File: src/hw/rtl/lru_page_replacement_assert.svh
// assertion macros for the lru page replacement block
`ifndef LRU_PAGE_REPLACEMENT_ASSERT_SVH
`define LRU_PAGE_REPLACEMENT_ASSERT_SVH

// condition holds in the same cycle as the trigger
`define LRU_ASSERT_NOW(label, ante, cons, msg) \
  label: assert property (@(posedge clk) disable iff (rst) (ante) |-> (cons)) \
    else $error(msg);

// condition holds in the cycle after the trigger
`define LRU_ASSERT_NEXT(label, ante, cons, msg) \
  label: assert property (@(posedge clk) disable iff (rst) (ante) |=> (cons)) \
    else $error(msg);

`endif

File: src/hw/rtl/lru_pkg.sv
// shared constants and types for the lru page replacement block
package lru_pkg;

  localparam int FRAME_SLOTS_DEF = 8;
  localparam int AGE_BITS_DEF    = 16;

  // page space is the full 8-bit page field, so no folding of the page number
  localparam int PAGE_BITS = 8;

  localparam int CFG_DATA_W = 32;
  localparam int CFG_ADDR_W = 3;

  // register index (paddr bit 2)
  localparam logic [0:0] REG_FRAMES_IN_USE = 1'b0;

  localparam logic [3:0] FRAMES_IN_USE_RST = 4'd8;

  // search token flags walking down the cell chain
  typedef struct packed {
    logic valid;
    logic hit;
    logic best_found;
  } tok_ctl_t;

endpackage

File: src/hw/rtl/lru_cell.sv
// one frame cell: page, age, and one step of the hit and oldest search
module lru_cell #(
  parameter int IDX      = 0,
  parameter int IDX_W    = 3,
  parameter int AGE_BITS = lru_pkg::AGE_BITS_DEF
) (
  input  logic                           clk,
  input  logic                           rst,
  input  logic                           filled,
  input  lru_pkg::tok_ctl_t              in_ctl,
  input  logic [lru_pkg::PAGE_BITS-1:0]  in_page,
  input  logic [IDX_W-1:0]               in_hit_idx,
  input  logic [IDX_W-1:0]               in_best_idx,
  input  logic [AGE_BITS-1:0]            in_best_age,
  input  logic [lru_pkg::PAGE_BITS-1:0]  in_best_page,
  output lru_pkg::tok_ctl_t              out_ctl,
  output logic [lru_pkg::PAGE_BITS-1:0]  out_page,
  output logic [IDX_W-1:0]               out_hit_idx,
  output logic [IDX_W-1:0]               out_best_idx,
  output logic [AGE_BITS-1:0]            out_best_age,
  output logic [lru_pkg::PAGE_BITS-1:0]  out_best_page,
  input  logic                           wr_en,
  input  logic [IDX_W-1:0]               wr_idx,
  input  logic [lru_pkg::PAGE_BITS-1:0]  wr_page
);

  localparam logic [IDX_W-1:0] MY_IDX = IDX_W'(IDX);

  logic [lru_pkg::PAGE_BITS-1:0] page;
  logic [AGE_BITS-1:0]           age;
  logic [AGE_BITS-1:0]           age_inc;
  logic                          hit_here;
  logic                          take_best;
  lru_pkg::tok_ctl_t             ctl_next;

  // saturating age step
  assign age_inc   = (age == {AGE_BITS{1'b1}}) ? age : age + 1'b1;
  assign hit_here  = filled && (page == in_page);
  // strict compare keeps the lowest index on ties
  assign take_best = filled && (!in_ctl.best_found || (age_inc > in_best_age));

  always_comb begin
    ctl_next            = in_ctl;
    ctl_next.hit        = in_ctl.hit || hit_here;
    ctl_next.best_found = in_ctl.best_found || take_best;
  end

  always_ff @(posedge clk) begin
    if (rst) begin
      out_ctl <= '0;
    end else begin
      out_ctl <= ctl_next;
    end
  end

  always_ff @(posedge clk) begin
    out_page      <= in_page;
    out_hit_idx   <= in_ctl.hit ? in_hit_idx : MY_IDX;
    out_best_idx  <= take_best ? MY_IDX : in_best_idx;
    out_best_age  <= take_best ? age_inc : in_best_age;
    out_best_page <= take_best ? page : in_best_page;
  end

  // aging as the token passes, write-back from the controller on commit
  always_ff @(posedge clk) begin
    if (wr_en && (wr_idx == MY_IDX)) begin
      page <= wr_page;
      age  <= '0;
    end else if (in_ctl.valid && filled) begin
      age <= age_inc;
    end
  end

endmodule

File: src/hw/rtl/lru_page_replacement.sv
// top level of the lru page replacement block: cell chain, control and config port
//
// Keeps up to FRAME_SLOTS resident pages, each in a cell of a chain that holds
// the page number and a saturating age. Each request (page_number,
// end_of_sequence) launches a search token into cell 0; the token steps one
// cell per clock, aging every filled frame it passes, noting the first frame
// whose page matches and the oldest frame so far (lowest index on ties). When
// the token leaves the last cell the controller picks the frame: the hit frame,
// else the next free frame while fewer than frames_in_use are filled, else the
// oldest frame, whose page is reported as evicted. The chosen frame is then
// written back (page, age cleared) and the result is loaded into the
// output register. A new request is taken only while the controller is
// idle, not during a search or commit, and the commit waits while the
// previous result is still stalled in the output register. With
// end_of_sequence set, the table is emptied and the fault count cleared
// after the result is formed. Config register frames_in_use sits at byte
// address 0 (0 acts as 1, values above FRAME_SLOTS act as FRAME_SLOTS);
// write it only while the block is idle.
`include "lru_page_replacement_assert.svh"

module lru_page_replacement #(
  parameter int FRAME_SLOTS = lru_pkg::FRAME_SLOTS_DEF,
  parameter int AGE_BITS    = lru_pkg::AGE_BITS_DEF
) (
  input  logic                            clk,
  input  logic                            rst,
  // request channel
  input  logic                            req_valid,
  output logic                            req_stall,
  input  logic [lru_pkg::PAGE_BITS-1:0]   page_number,
  input  logic                            end_of_sequence,
  // result channel
  output logic                            res_valid,
  input  logic                            res_stall,
  output logic                            hit,
  output logic [2:0]                      frame_index,
  output logic                            evicted_valid,
  output logic [lru_pkg::PAGE_BITS-1:0]   evicted_page,
  output logic [31:0]                     fault_count,
  // config port
  input  logic                            psel,
  input  logic                            penable,
  input  logic                            pwrite,
  input  logic [lru_pkg::CFG_ADDR_W-1:0]  paddr,
  input  logic [lru_pkg::CFG_DATA_W-1:0]  pwdata,
  output logic [lru_pkg::CFG_DATA_W-1:0]  prdata,
  output logic                            pready
);

  localparam int IDX_W = (FRAME_SLOTS > 1) ? $clog2(FRAME_SLOTS) : 1;
  localparam int CNT_W = $clog2(FRAME_SLOTS + 1);
  localparam int CMP_W = (CNT_W > 4) ? CNT_W : 4;
  localparam int PB    = lru_pkg::PAGE_BITS;

  localparam logic [1:0] S_IDLE   = 2'd0;
  localparam logic [1:0] S_SEARCH = 2'd1;
  localparam logic [1:0] S_COMMIT = 2'd2;

  // control state
  logic [1:0]       state;
  logic [1:0]       state_next;
  logic [CNT_W-1:0] frames_filled;
  logic [31:0]      faults_seen;
  logic [3:0]       frames_in_use;

  // captured request and search outcome
  logic             eos_q;
  logic [PB-1:0]    page_q;
  logic             sr_hit;
  logic [IDX_W-1:0] sr_hit_idx;
  logic [IDX_W-1:0] sr_best_idx;
  logic [PB-1:0]    sr_best_page;

  // token chain taps, entry k feeds cell k
  lru_pkg::tok_ctl_t   tok_ctl       [FRAME_SLOTS+1];
  logic [PB-1:0]       tok_page      [FRAME_SLOTS+1];
  logic [IDX_W-1:0]    tok_hit_idx   [FRAME_SLOTS+1];
  logic [IDX_W-1:0]    tok_best_idx  [FRAME_SLOTS+1];
  logic [AGE_BITS-1:0] tok_best_age  [FRAME_SLOTS+1];
  logic [PB-1:0]       tok_best_page [FRAME_SLOTS+1];

  logic req_accept;
  logic commit;
  logic cfg_write;
  logic [CMP_W-1:0] limit;
  logic [CMP_W-1:0] cfg_w;
  logic room;
  logic [IDX_W-1:0] slot;
  logic ev_valid;
  logic [PB-1:0] ev_page;
  logic [31:0] faults_upd;
  logic [CNT_W-1:0] filled_upd;

  assign req_stall  = (state != S_IDLE);
  assign req_accept = req_valid && !req_stall;
  // commit once the output register is free or being emptied
  assign commit     = (state == S_COMMIT) && (!res_valid || !res_stall);

  // token entering cell 0
  assign tok_ctl[0]       = '{valid: req_accept, hit: 1'b0, best_found: 1'b0};
  assign tok_page[0]      = page_number;
  assign tok_hit_idx[0]   = '0;
  assign tok_best_idx[0]  = '0;
  assign tok_best_age[0]  = '0;
  assign tok_best_page[0] = '0;

  for (genvar i = 0; i < FRAME_SLOTS; i++) begin : g_cell
    logic cell_filled;
    // frames are filled in index order, so the count tells which are live
    assign cell_filled = (frames_filled > CNT_W'(i));

    lru_cell #(
      .IDX      (i),
      .IDX_W    (IDX_W),
      .AGE_BITS (AGE_BITS)
    ) u_cell (
      .clk           (clk),
      .rst           (rst),
      .filled        (cell_filled),
      .in_ctl        (tok_ctl[i]),
      .in_page       (tok_page[i]),
      .in_hit_idx    (tok_hit_idx[i]),
      .in_best_idx   (tok_best_idx[i]),
      .in_best_age   (tok_best_age[i]),
      .in_best_page  (tok_best_page[i]),
      .out_ctl       (tok_ctl[i+1]),
      .out_page      (tok_page[i+1]),
      .out_hit_idx   (tok_hit_idx[i+1]),
      .out_best_idx  (tok_best_idx[i+1]),
      .out_best_age  (tok_best_age[i+1]),
      .out_best_page (tok_best_page[i+1]),
      .wr_en         (commit),
      .wr_idx        (slot),
      .wr_page       (page_q)
    );
  end

  // frame limit from the config register, clamped to 1..FRAME_SLOTS
  assign cfg_w = CMP_W'(frames_in_use);
  always_comb begin
    priority if (cfg_w == '0) begin
      limit = CMP_W'(1);
    end else if (cfg_w > CMP_W'(FRAME_SLOTS)) begin
      limit = CMP_W'(FRAME_SLOTS);
    end else begin
      limit = cfg_w;
    end
  end
  assign room = (CMP_W'(frames_filled) < limit);

  // frame choice and counter updates for the request in hand
  always_comb begin
    slot       = sr_hit_idx;
    ev_valid   = 1'b0;
    ev_page    = '0;
    faults_upd = faults_seen;
    filled_upd = frames_filled;
    if (!sr_hit) begin
      // saturating fault count
      if (faults_seen != 32'hFFFF_FFFF) begin
        faults_upd = faults_seen + 32'd1;
      end
      if (room) begin
        slot       = IDX_W'(frames_filled);
        filled_upd = frames_filled + 1'b1;
      end else begin
        // full (or limit lowered below the fill): replace the oldest
        slot     = sr_best_idx;
        ev_valid = 1'b1;
        ev_page  = sr_best_page;
      end
    end
  end

  always_comb begin
    state_next = state;
    unique case (state)
      S_IDLE: begin
        if (req_accept) state_next = S_SEARCH;
      end
      S_SEARCH: begin
        if (tok_ctl[FRAME_SLOTS].valid) state_next = S_COMMIT;
      end
      S_COMMIT: begin
        if (commit) state_next = S_IDLE;
      end
      default: begin
        state_next = S_IDLE;
      end
    endcase
  end

  always_ff @(posedge clk) begin
    if (rst) begin
      state <= S_IDLE;
    end else begin
      state <= state_next;
    end
  end

  // capture request flags and the search outcome at the chain end
  always_ff @(posedge clk) begin
    if (req_accept) begin
      eos_q  <= end_of_sequence;
      page_q <= page_number;
    end
    if ((state == S_SEARCH) && tok_ctl[FRAME_SLOTS].valid) begin
      sr_hit       <= tok_ctl[FRAME_SLOTS].hit;
      sr_hit_idx   <= tok_hit_idx[FRAME_SLOTS];
      sr_best_idx  <= tok_best_idx[FRAME_SLOTS];
      sr_best_page <= tok_best_page[FRAME_SLOTS];
    end
  end

  // fill count and fault count, cleared after an end-of-sequence request
  always_ff @(posedge clk) begin
    if (rst) begin
      frames_filled <= '0;
      faults_seen   <= '0;
    end else if (commit) begin
      frames_filled <= eos_q ? '0 : filled_upd;
      faults_seen   <= eos_q ? '0 : faults_upd;
    end
  end

  // output register
  always_ff @(posedge clk) begin
    if (rst) begin
      res_valid <= 1'b0;
    end else if (commit) begin
      res_valid <= 1'b1;
    end else if (!res_stall) begin
      res_valid <= 1'b0;
    end
  end

  always_ff @(posedge clk) begin
    if (commit) begin
      hit           <= sr_hit;
      frame_index   <= 3'(slot);
      evicted_valid <= ev_valid;
      evicted_page  <= ev_page;
      fault_count   <= faults_upd;
    end
  end

  // config port, one register, zero wait states
  assign pready    = 1'b1;
  assign cfg_write = psel && penable && pwrite && pready;

  always_ff @(posedge clk) begin
    if (rst) begin
      frames_in_use <= lru_pkg::FRAMES_IN_USE_RST;
    end else if (cfg_write && (paddr[2] == lru_pkg::REG_FRAMES_IN_USE)) begin
      frames_in_use <= pwdata[3:0];
    end
  end

  assign prdata = (paddr[2] == lru_pkg::REG_FRAMES_IN_USE) ?
                  {28'd0, frames_in_use} : '0;

  // checks
  `LRU_ASSERT_NOW(a_fill_bound, 1'b1, frames_filled <= CNT_W'(FRAME_SLOTS), "fill count past frame count")
  `LRU_ASSERT_NEXT(a_accept_search, req_accept, state == S_SEARCH, "accepted request did not start search")
  `LRU_ASSERT_NOW(a_token_in_search, tok_ctl[FRAME_SLOTS].valid, state == S_SEARCH, "token left chain outside search")
  `LRU_ASSERT_NOW(a_hit_no_evict, res_valid && hit, !evicted_valid && (evicted_page == '0), "hit reported an eviction")

endmodule
File: config.mk
export PLATFORM = sky130hd
export DESIGN_NAME = lru_page_replacement
export DESIGN_NICKNAME = d
export VERILOG_FILES = /design/src/hw/rtl/lru_pkg.sv /design/src/hw/rtl/lru_cell.sv /design/src/hw/rtl/lru_page_replacement.sv
export VERILOG_INCLUDE_DIRS = /design/src /design/src/hw/rtl
export SDC_FILE = /design/constraint.sdc
export NUM_CORES = 1
export LEC_CHECK = 0
export BUFFER_PORTS_ARGS = -buffer_cell sky130_fd_sc_hd__buf_2
export CORE_UTILIZATION = 36
export CTS_CLUSTER_SIZE = 28
export DETAILED_ROUTE_END_ITERATION = 10
export HOLD_SLACK_MARGIN = 0.02
export PLACE_DENSITY = 0.59
export SLEW_MARGIN = 0
export SYNTH_ARGS = -nofsm -noshare
export SYNTH_HDL_FRONTEND = slang
export SYNTH_SLANG_ARGS = --single-unit
File: constraint.sdc
create_clock -name clk -period 5.63 [get_ports clk]
set_input_delay 0.563 -clock clk [delete_from_list [all_inputs] [get_ports clk]]
set_output_delay 0.563 -clock clk [all_outputs]
set_load 0.005 [all_outputs]
== After elaboration in Yosys (flattened, before gate mapping) ==
Index checks and enable logic that the tools add are counted.
Word-level totals
  register bits: 593
  bits of input ports: 51
  output and inout port bits: 80
  word-level logic and storage cells: 265
Operators by class
  add/subtract/negate cells: 10
  order comparisons: 17
  eq/ne operators: 31
  mux-type cells: 39
  bitwise logic cells: 1
  reductions and logical operators: 76
Operators by type and width (number)
  2-to-1 mux 16 bit: 14
  adder 16 x 1 -> 16 bit, second input constant: 8
  equality test 16 bit, second input constant: 8
  greater-than comparator 16 bit: 7
  2-to-1 mux 32 bit: 3
  equality test 8 bit: 8
  2-to-1 mux 8 bit: 7
  logical AND 1 bit: 37
  adder 32 x 1 -> 32 bit, second input constant: 1
  inequality test 32 bit, second input constant: 1
  2-to-1 mux 4 bit: 6
  logical OR 1 bit: 21
  greater-than comparator 4 x 3 -> 1 bit, second input constant: 4
  equality test 3 bit, second input constant: 4
  logical NOT 1 bit: 10
  greater-than comparator 4 x 1 -> 1 bit, second input constant: 2
  greater-than comparator 4 x 2 -> 1 bit, second input constant: 2
  equality test 3 x 2 -> 1 bit, second input constant: 2
  2-to-1 mux 2 bit: 3
  2-to-1 mux 3 bit: 2
  inequality test 2 x 1 -> 1 bit, second input constant: 3
  one-hot mux 2 bit (3 select lines): 1
  AND reduction 3 bit: 2
  adder 4 x 1 -> 4 bit, second input constant: 1
  13 further kinds: 17

== Logic depth before layout (Yosys ltp) ==
  word-level depth: 8
  mapped depth: 16
  mapped depth without buffers: 13

== Cells and area by module ==
From an unflattened synthesis, not the netlist that was laid out.
Second synthesis, totals
  cell total of the unflattened synthesis: 2843
  area total of the unflattened synthesis: 30116.4 um2
Modules (own cells, without submodules)
  lru_cell (g_cell[1].u_cell ...): instances 5, cells an instance 291, area each 3104.2 um2, seq. area each 1381.3 um2
  lru_page_replacement: instances 1, cells an instance 527, area each 5521.5 um2, seq. area each 2932.8 um2
  lru_cell (g_cell[4].u_cell): instances 1, cells an instance 290, area each 3093.0 um2, seq. area each 1381.3 um2
  lru_cell (g_cell[7].u_cell): instances 1, cells an instance 286, area each 3002.9 um2, seq. area each 1381.3 um2
  lru_cell (g_cell[0].u_cell): instances 1, cells an instance 285, area each 2977.9 um2, seq. area each 1381.3 um2

== Least setup slack after synthesis ==
OpenSTA, ideal clock, no wires.
  path kind: register to register
  from: reg g_cell[5].u_cell.age[0]
  to: reg g_cell[5].u_cell.out_best_age[1]
  setup time: 0.121 ns
  arrival: 3.570 ns
  data required time: 5.509 ns
  path slack: 1.940 ns
  cell stages (with the launch flop): 16
  buffers on the path: 3
  clock period less this slack: 3.690 ns
  cell sequence: dfxtp_1 -> ha_1 -> and3_1 -> clkbuf_1 -> and4_1 -> buf_2 -> nand2_1 -> mux2_2 -> ha_1 -> nor2b_1 -> o21a_1 -> o21ai_0 -> a21oi_1 -> o21ai_1 -> buf_2 -> mux2_2
On the way
  cells in the longest elaborated chain, start to end: 6
  elaborated cells on any way between the ends: 7
  classes of those cells: 1 x add/sub; 1 x order compare; 1 x eq/ne; 2 x mux; 2 x reduce/logical
RTL lines
  start, declared: line lru_cell.sv:30  | logic [AGE_BITS-1:0] age;
  start signal, assigned: line lru_cell.sv:70  | age <= age_inc;
  adder 16 x 1 -> 16 bit or equality test 16 bit (tied branches): line lru_cell.sv:37  | assign age_inc = (age == {AGE_BITS{1'b1}}) ? age : age + 1'b1;
  2-to-1 mux 16 bit (*): line lru_cell.sv:37
  via g_cell[5].u_cell.age_inc[1]: line lru_cell.sv:31  | logic [AGE_BITS-1:0] age_inc;
  greater-than comparator 16 bit: line lru_cell.sv:40  | assign take_best = filled && (!in_ctl.best_found || (age_inc > in_best_age));
  logical OR 1 bit: line lru_cell.sv:40
  logical AND 1 bit: line lru_cell.sv:40
  2-to-1 mux 16 bit (*): line lru_cell.sv:60  | out_best_age <= take_best ? age_inc : in_best_age;
  end signal, assigned: line lru_cell.sv:60
  end, declared: line lru_cell.sv:20  | output logic [AGE_BITS-1:0] out_best_age,
The timed path passes the listed nets; every way through them passes the cells marked *.
A chain may end at the register's enable or synchronous reset.

== Final worst setup path ==
  from: reg g_cell[1].u_cell.age[0]
  to: reg g_cell[1].u_cell.out_best_page[6] (netlist bit)
On the way
  cells in the longest elaborated chain, start to end: 6
  elaborated cells on any way between the ends: 7
  classes of those cells: 1 x add/sub; 1 x order compare; 1 x eq/ne; 2 x mux; 2 x reduce/logical
RTL lines
  start, declared: line lru_cell.sv:30
  start signal, assigned: line lru_cell.sv:70
  adder 16 x 1 -> 16 bit or equality test 16 bit (tied branches): line lru_cell.sv:37
  2-to-1 mux 16 bit (*): line lru_cell.sv:37
  via g_cell[1].u_cell.age_inc[1]: line lru_cell.sv:31
  greater-than comparator 16 bit (*): line lru_cell.sv:40
  logical OR 1 bit (*): line lru_cell.sv:40
  logical AND 1 bit (*): line lru_cell.sv:40
  2-to-1 mux 8 bit (*): line lru_cell.sv:61  | out_best_page <= take_best ? page : in_best_page;
  end signal, assigned: line lru_cell.sv:61
  end, declared: line lru_cell.sv:21  | output logic [lru_pkg::PAGE_BITS-1:0] out_best_page,
Marks and branches as above.

==> out/metrics.csv <==
metric,value,unit
status,"finished, final reports clean",
cp_num_cells,12,
cts-root-buf,clkbuf_16,
fp.dieH,279,um
async_flop_share,0,%
slew_headroom,36.5,%
maxCapViolations,0,
power_frac_seq,49.5,%
synth_cell_type_count,95,
leakagePower,12.3,nW
gp_congestion,0.834,
ys_seq_elements,593,
cts_tree,yes,
vias,19100,
reg2reg_slack,1300,ps
grt.overflow.total,0,
slowest_delay,630,ps
drt-initial-drc-count,1174,
path_delay_family,compound AO/OA/AOI/OAI gates,
drv_slew,0,
p_clk_share,49.1,%
cts_buffer_depth,3,
pwr-share-comb,1.5,%
worst_pin_slew,946,ps
end_kind,flop,
grtUsageMet1,21.1,%
period_share,76.8,%
clock_latency,590,ps
path_cells,ha_1 -> nand2_1 -> or3_1 -> mux2_2 -> ha_1 -> nor2b_1 -> o211ai_1 -> a2111oi_0 -> nor2_1 -> a21oi_2 -> buf_4 -> mux2_2,
required,6090,ps
num-fill-cells,7468,
worstHoldPathCells,1,
ys.flop_type,dfxtp_1,
crit_path_start_kind,flop,
rows,101,
final_cell_area,31200,um^2
htreeDepth,3,
r2r_start,g_cell[1].u_cell.age[0],
fin_crit,4330,ps
grt_start_max_net_pins,53,
area_growth,12.8,%
syn_area_per_cell,9.96,um^2
final-hold-violation-count,0,
yosysSeqAreaShare,47.7,%
synth_warnings,0,
arrival,4790,ps
p_int,7.03,mW
cts_sinks,593,
power_switching,1.85,mW
dp_hpwl,45200,um
hold_buffers,0,
sw_frac_of_total,20.8,%
cts.clk_slew.worst_paths,60,ps
wl_per_cell,15.8,um
timing.hold.ws,138,ps
rsz0062_at_grt,no,
post_cts_buffers,0,
grt_use_met2,26.9,%
io_buffers,71,
grt.met3_usage,2.42,%
num_io_pins,131,
grt_pass1_wl,99800,um
hold_start,page_number[6],
fin_skew,24.2,ps
insertedDiodeCount,0,
cpMaxStageDelayCell,a21oi_2,
grt_pass1_vias,18500,
min-delay-path-class,input pin to flop,
synth_edf_count,133,
syn-instance-count,2780,
routed_wl,62300,um
fin_tns_setup,0,ps
start_util,36.4,%
netlist_area,27700,um^2
critical_path_class,flop to flop,
die_area,78000,um^2
first_pass_iters,6,
crit_fanout,13,
antenna_found_initial,3,
grt_usage,16.0,%
ir_drop,0.000188,V
drive_gt1_share,14.1,%
cp_num_buf_inv,1,
via_per_inst,4.87,
power_density,284,nW/um^2
worstRegToRegCells,12,
core,76100,um^2
cts_buffers,66,
finalNetCount,3032,
setup_viol,0,
fmax,231,MHz
drc_errors,0,
r2r-end,g_cell[1].u_cell.out_best_page[6],
cts_resized,0,
die_w,279,um
hold_end,g_cell[0].u_cell.out_page[6],
top_usage_layer,met2,
place_area,29000,um^2
ant_nets,0,
## worst max-delay path by stage
| stage | start | end | slack [ps] |
|---|---|---|---|
| after floorplan | g_cell[5].u_cell.age[0] | g_cell[5].u_cell.out_best_age[1] | 1940 |
| after detailed placement | g_cell[1].u_cell.age[6] | g_cell[1].u_cell.out_best_age[14] | 1330 |
| after global placement | g_cell[1].u_cell.age[6] | g_cell[1].u_cell.out_best_age[13] | 1350 |
| after global routing | g_cell[1].u_cell.age[0] | g_cell[1].u_cell.out_best_page[5] | 940 |
| final | g_cell[1].u_cell.age[0] | g_cell[1].u_cell.out_best_page[6] | 1300 |
| after CTS | g_cell[1].u_cell.age[0] | g_cell[1].u_cell.out_best_page[6] | 1280 |
## state kept, by name (all words and copies together) (netlist names), 2 cells and up
register                     cells
g_cell.u_cell.out_best_age     112
evicted_page                     8
g_cell.u_cell.age              128
sr_best_page                     8
frames_filled                    4
g_cell.u_cell.out_page          56
cfg_w                            4
faults_seen                     32
frame_index                      3
page_q                           8
g_cell.u_cell.out_ctl           23
g_cell.u_cell.out_hit_idx       17
fault_count                     32
g_cell.u_cell.page              64
sr_hit_idx                       3
g_cell.u_cell.out_best_page     64
state                            2
g_cell.u_cell.out_best_idx      17
sr_best_idx                      3
## cells in the mapped netlist, types with 37 or more instances
cell type / n / share of area (%)
nor3_1: 53 / 0.96
nand4_1: 59 / 1.3
nor2_1: 243 / 3.3
xnor2_1: 123 / 3.9
xor2_1: 116 / 3.7
nand2_1: 196 / 2.7
edfxtp_1: 133 / 14
nand3_1: 114 / 2.1
inv_1: 142 / 1.9
ha_1: 129 / 5.8
a21oi_1: 140 / 2.5
and2_1: 39 / 0.88
mux2_2: 142 / 5.8
nor2b_1: 38 / 0.86
and3_1: 43 / 0.97
o21ai_0: 79 / 1.4
or3_1: 39 / 0.88
buf_4: 38 / 1.0
a31oi_1: 37 / 0.84
clkbuf_1: 42 / 0.57
dfxtp_1: 460 / 33
## routing by layer
metal  vias to the layer above  wire length, um
li1                       9880                -
met1                      8831            29500
met2                       332            29000
met3                        91             2390
met4                         0             1370
met5                         -                0
## cells in the final DEF (no fill, tap or decap), types with 16 or more instances in the layout
cell	n
a21o_1	16
a21oi_1	139
a31oi_1	36
and2_1	39
and3_1	43
and4_1	18
buf_2	71
buf_4	33
clkbuf_16	71
conb_1	29
dfxtp_1	460
edfxtp_1	133
ha_1	129
inv_1	142
mux2_2	142
mux2i_1	35
nand2_1	196
nand2b_1	32
nand3_1	114
nand4_1	59
nor2_1	243
nor2b_1	38
nor3_1	53
nor4_1	24
o21ai_0	79
or3_1	39
xnor2_1	123
xor2_1	116
## cell type report
| type | instances | area [um^2] | share of cell area, % |
|---|---|---|---|
| timing repair buffer | 104 | 603 | 1.93 |
| clock inverter | 31 | 323 | 1.03 |
| clock buffer | 87 | 1900 | 6.07 |
| tap | 1030 | 1290 | 4.12 |
| inverter | 145 | 544 | 1.74 |
| multi-input combinational | 1942 | 13400 | 42.8 |
| sequential | 593 | 13200 | 42.3 |
## cell families (layout without fill, tap and decap cells)
family	Yosys count	count (layout)	synth area share (%)
simple gates	966	966	18.0
flops	593	593	47.7
compound gates	400	400	9.29
buf+inv	272	367	4.49
xor+xnor	239	239	7.56
mux	179	179	7.12
fa+ha+maj	129	129	5.83
other cells	2	29	0.0271
## worst register-to-register path: cells and delay by family, from the launching register on
family / cells / cell delay (ps)
DFF: 1 / 420
AOI/OAI and AO/OA: 3 / 1090
and+or+nand+nor: 4 / 960
buffers and inverters: 1 / 350
adders and majority gates: 2 / 650
muxes: 2 / 740
## through the flow
| stage | total power [mW] | util (%) | std cells | worst slack [ps] |
|---|---|---|---|---|
| 2_1_floorplan | 4.58 | - | 2807 | 1940 |
| 3_3_place_gp | 4.62 | 38.2 | 3814 | 1350 |
| 3_5_place_dp | 4.62 | 38.2 | 3814 | 1330 |
| 4_1_cts | 9.00 | 41.1 | 3932 | 1280 |
| 5_1_grt | 9.20 | 41.1 | 3932 | 935 |
| 6_report | 8.88 | 41.1 | 3932 | 1300 |
## power groups by stage
stage	logic, mW	clock network, mW	registers, mW
floorplan	0.102	0	4.48
global placement	0.130	0	4.49
detailed placement	0.130	0	4.49
CTS	0.131	4.48	4.40
global route	0.146	4.65	4.40
finish	0.129	4.36	4.40
Power figures use the tool's default switching activity.
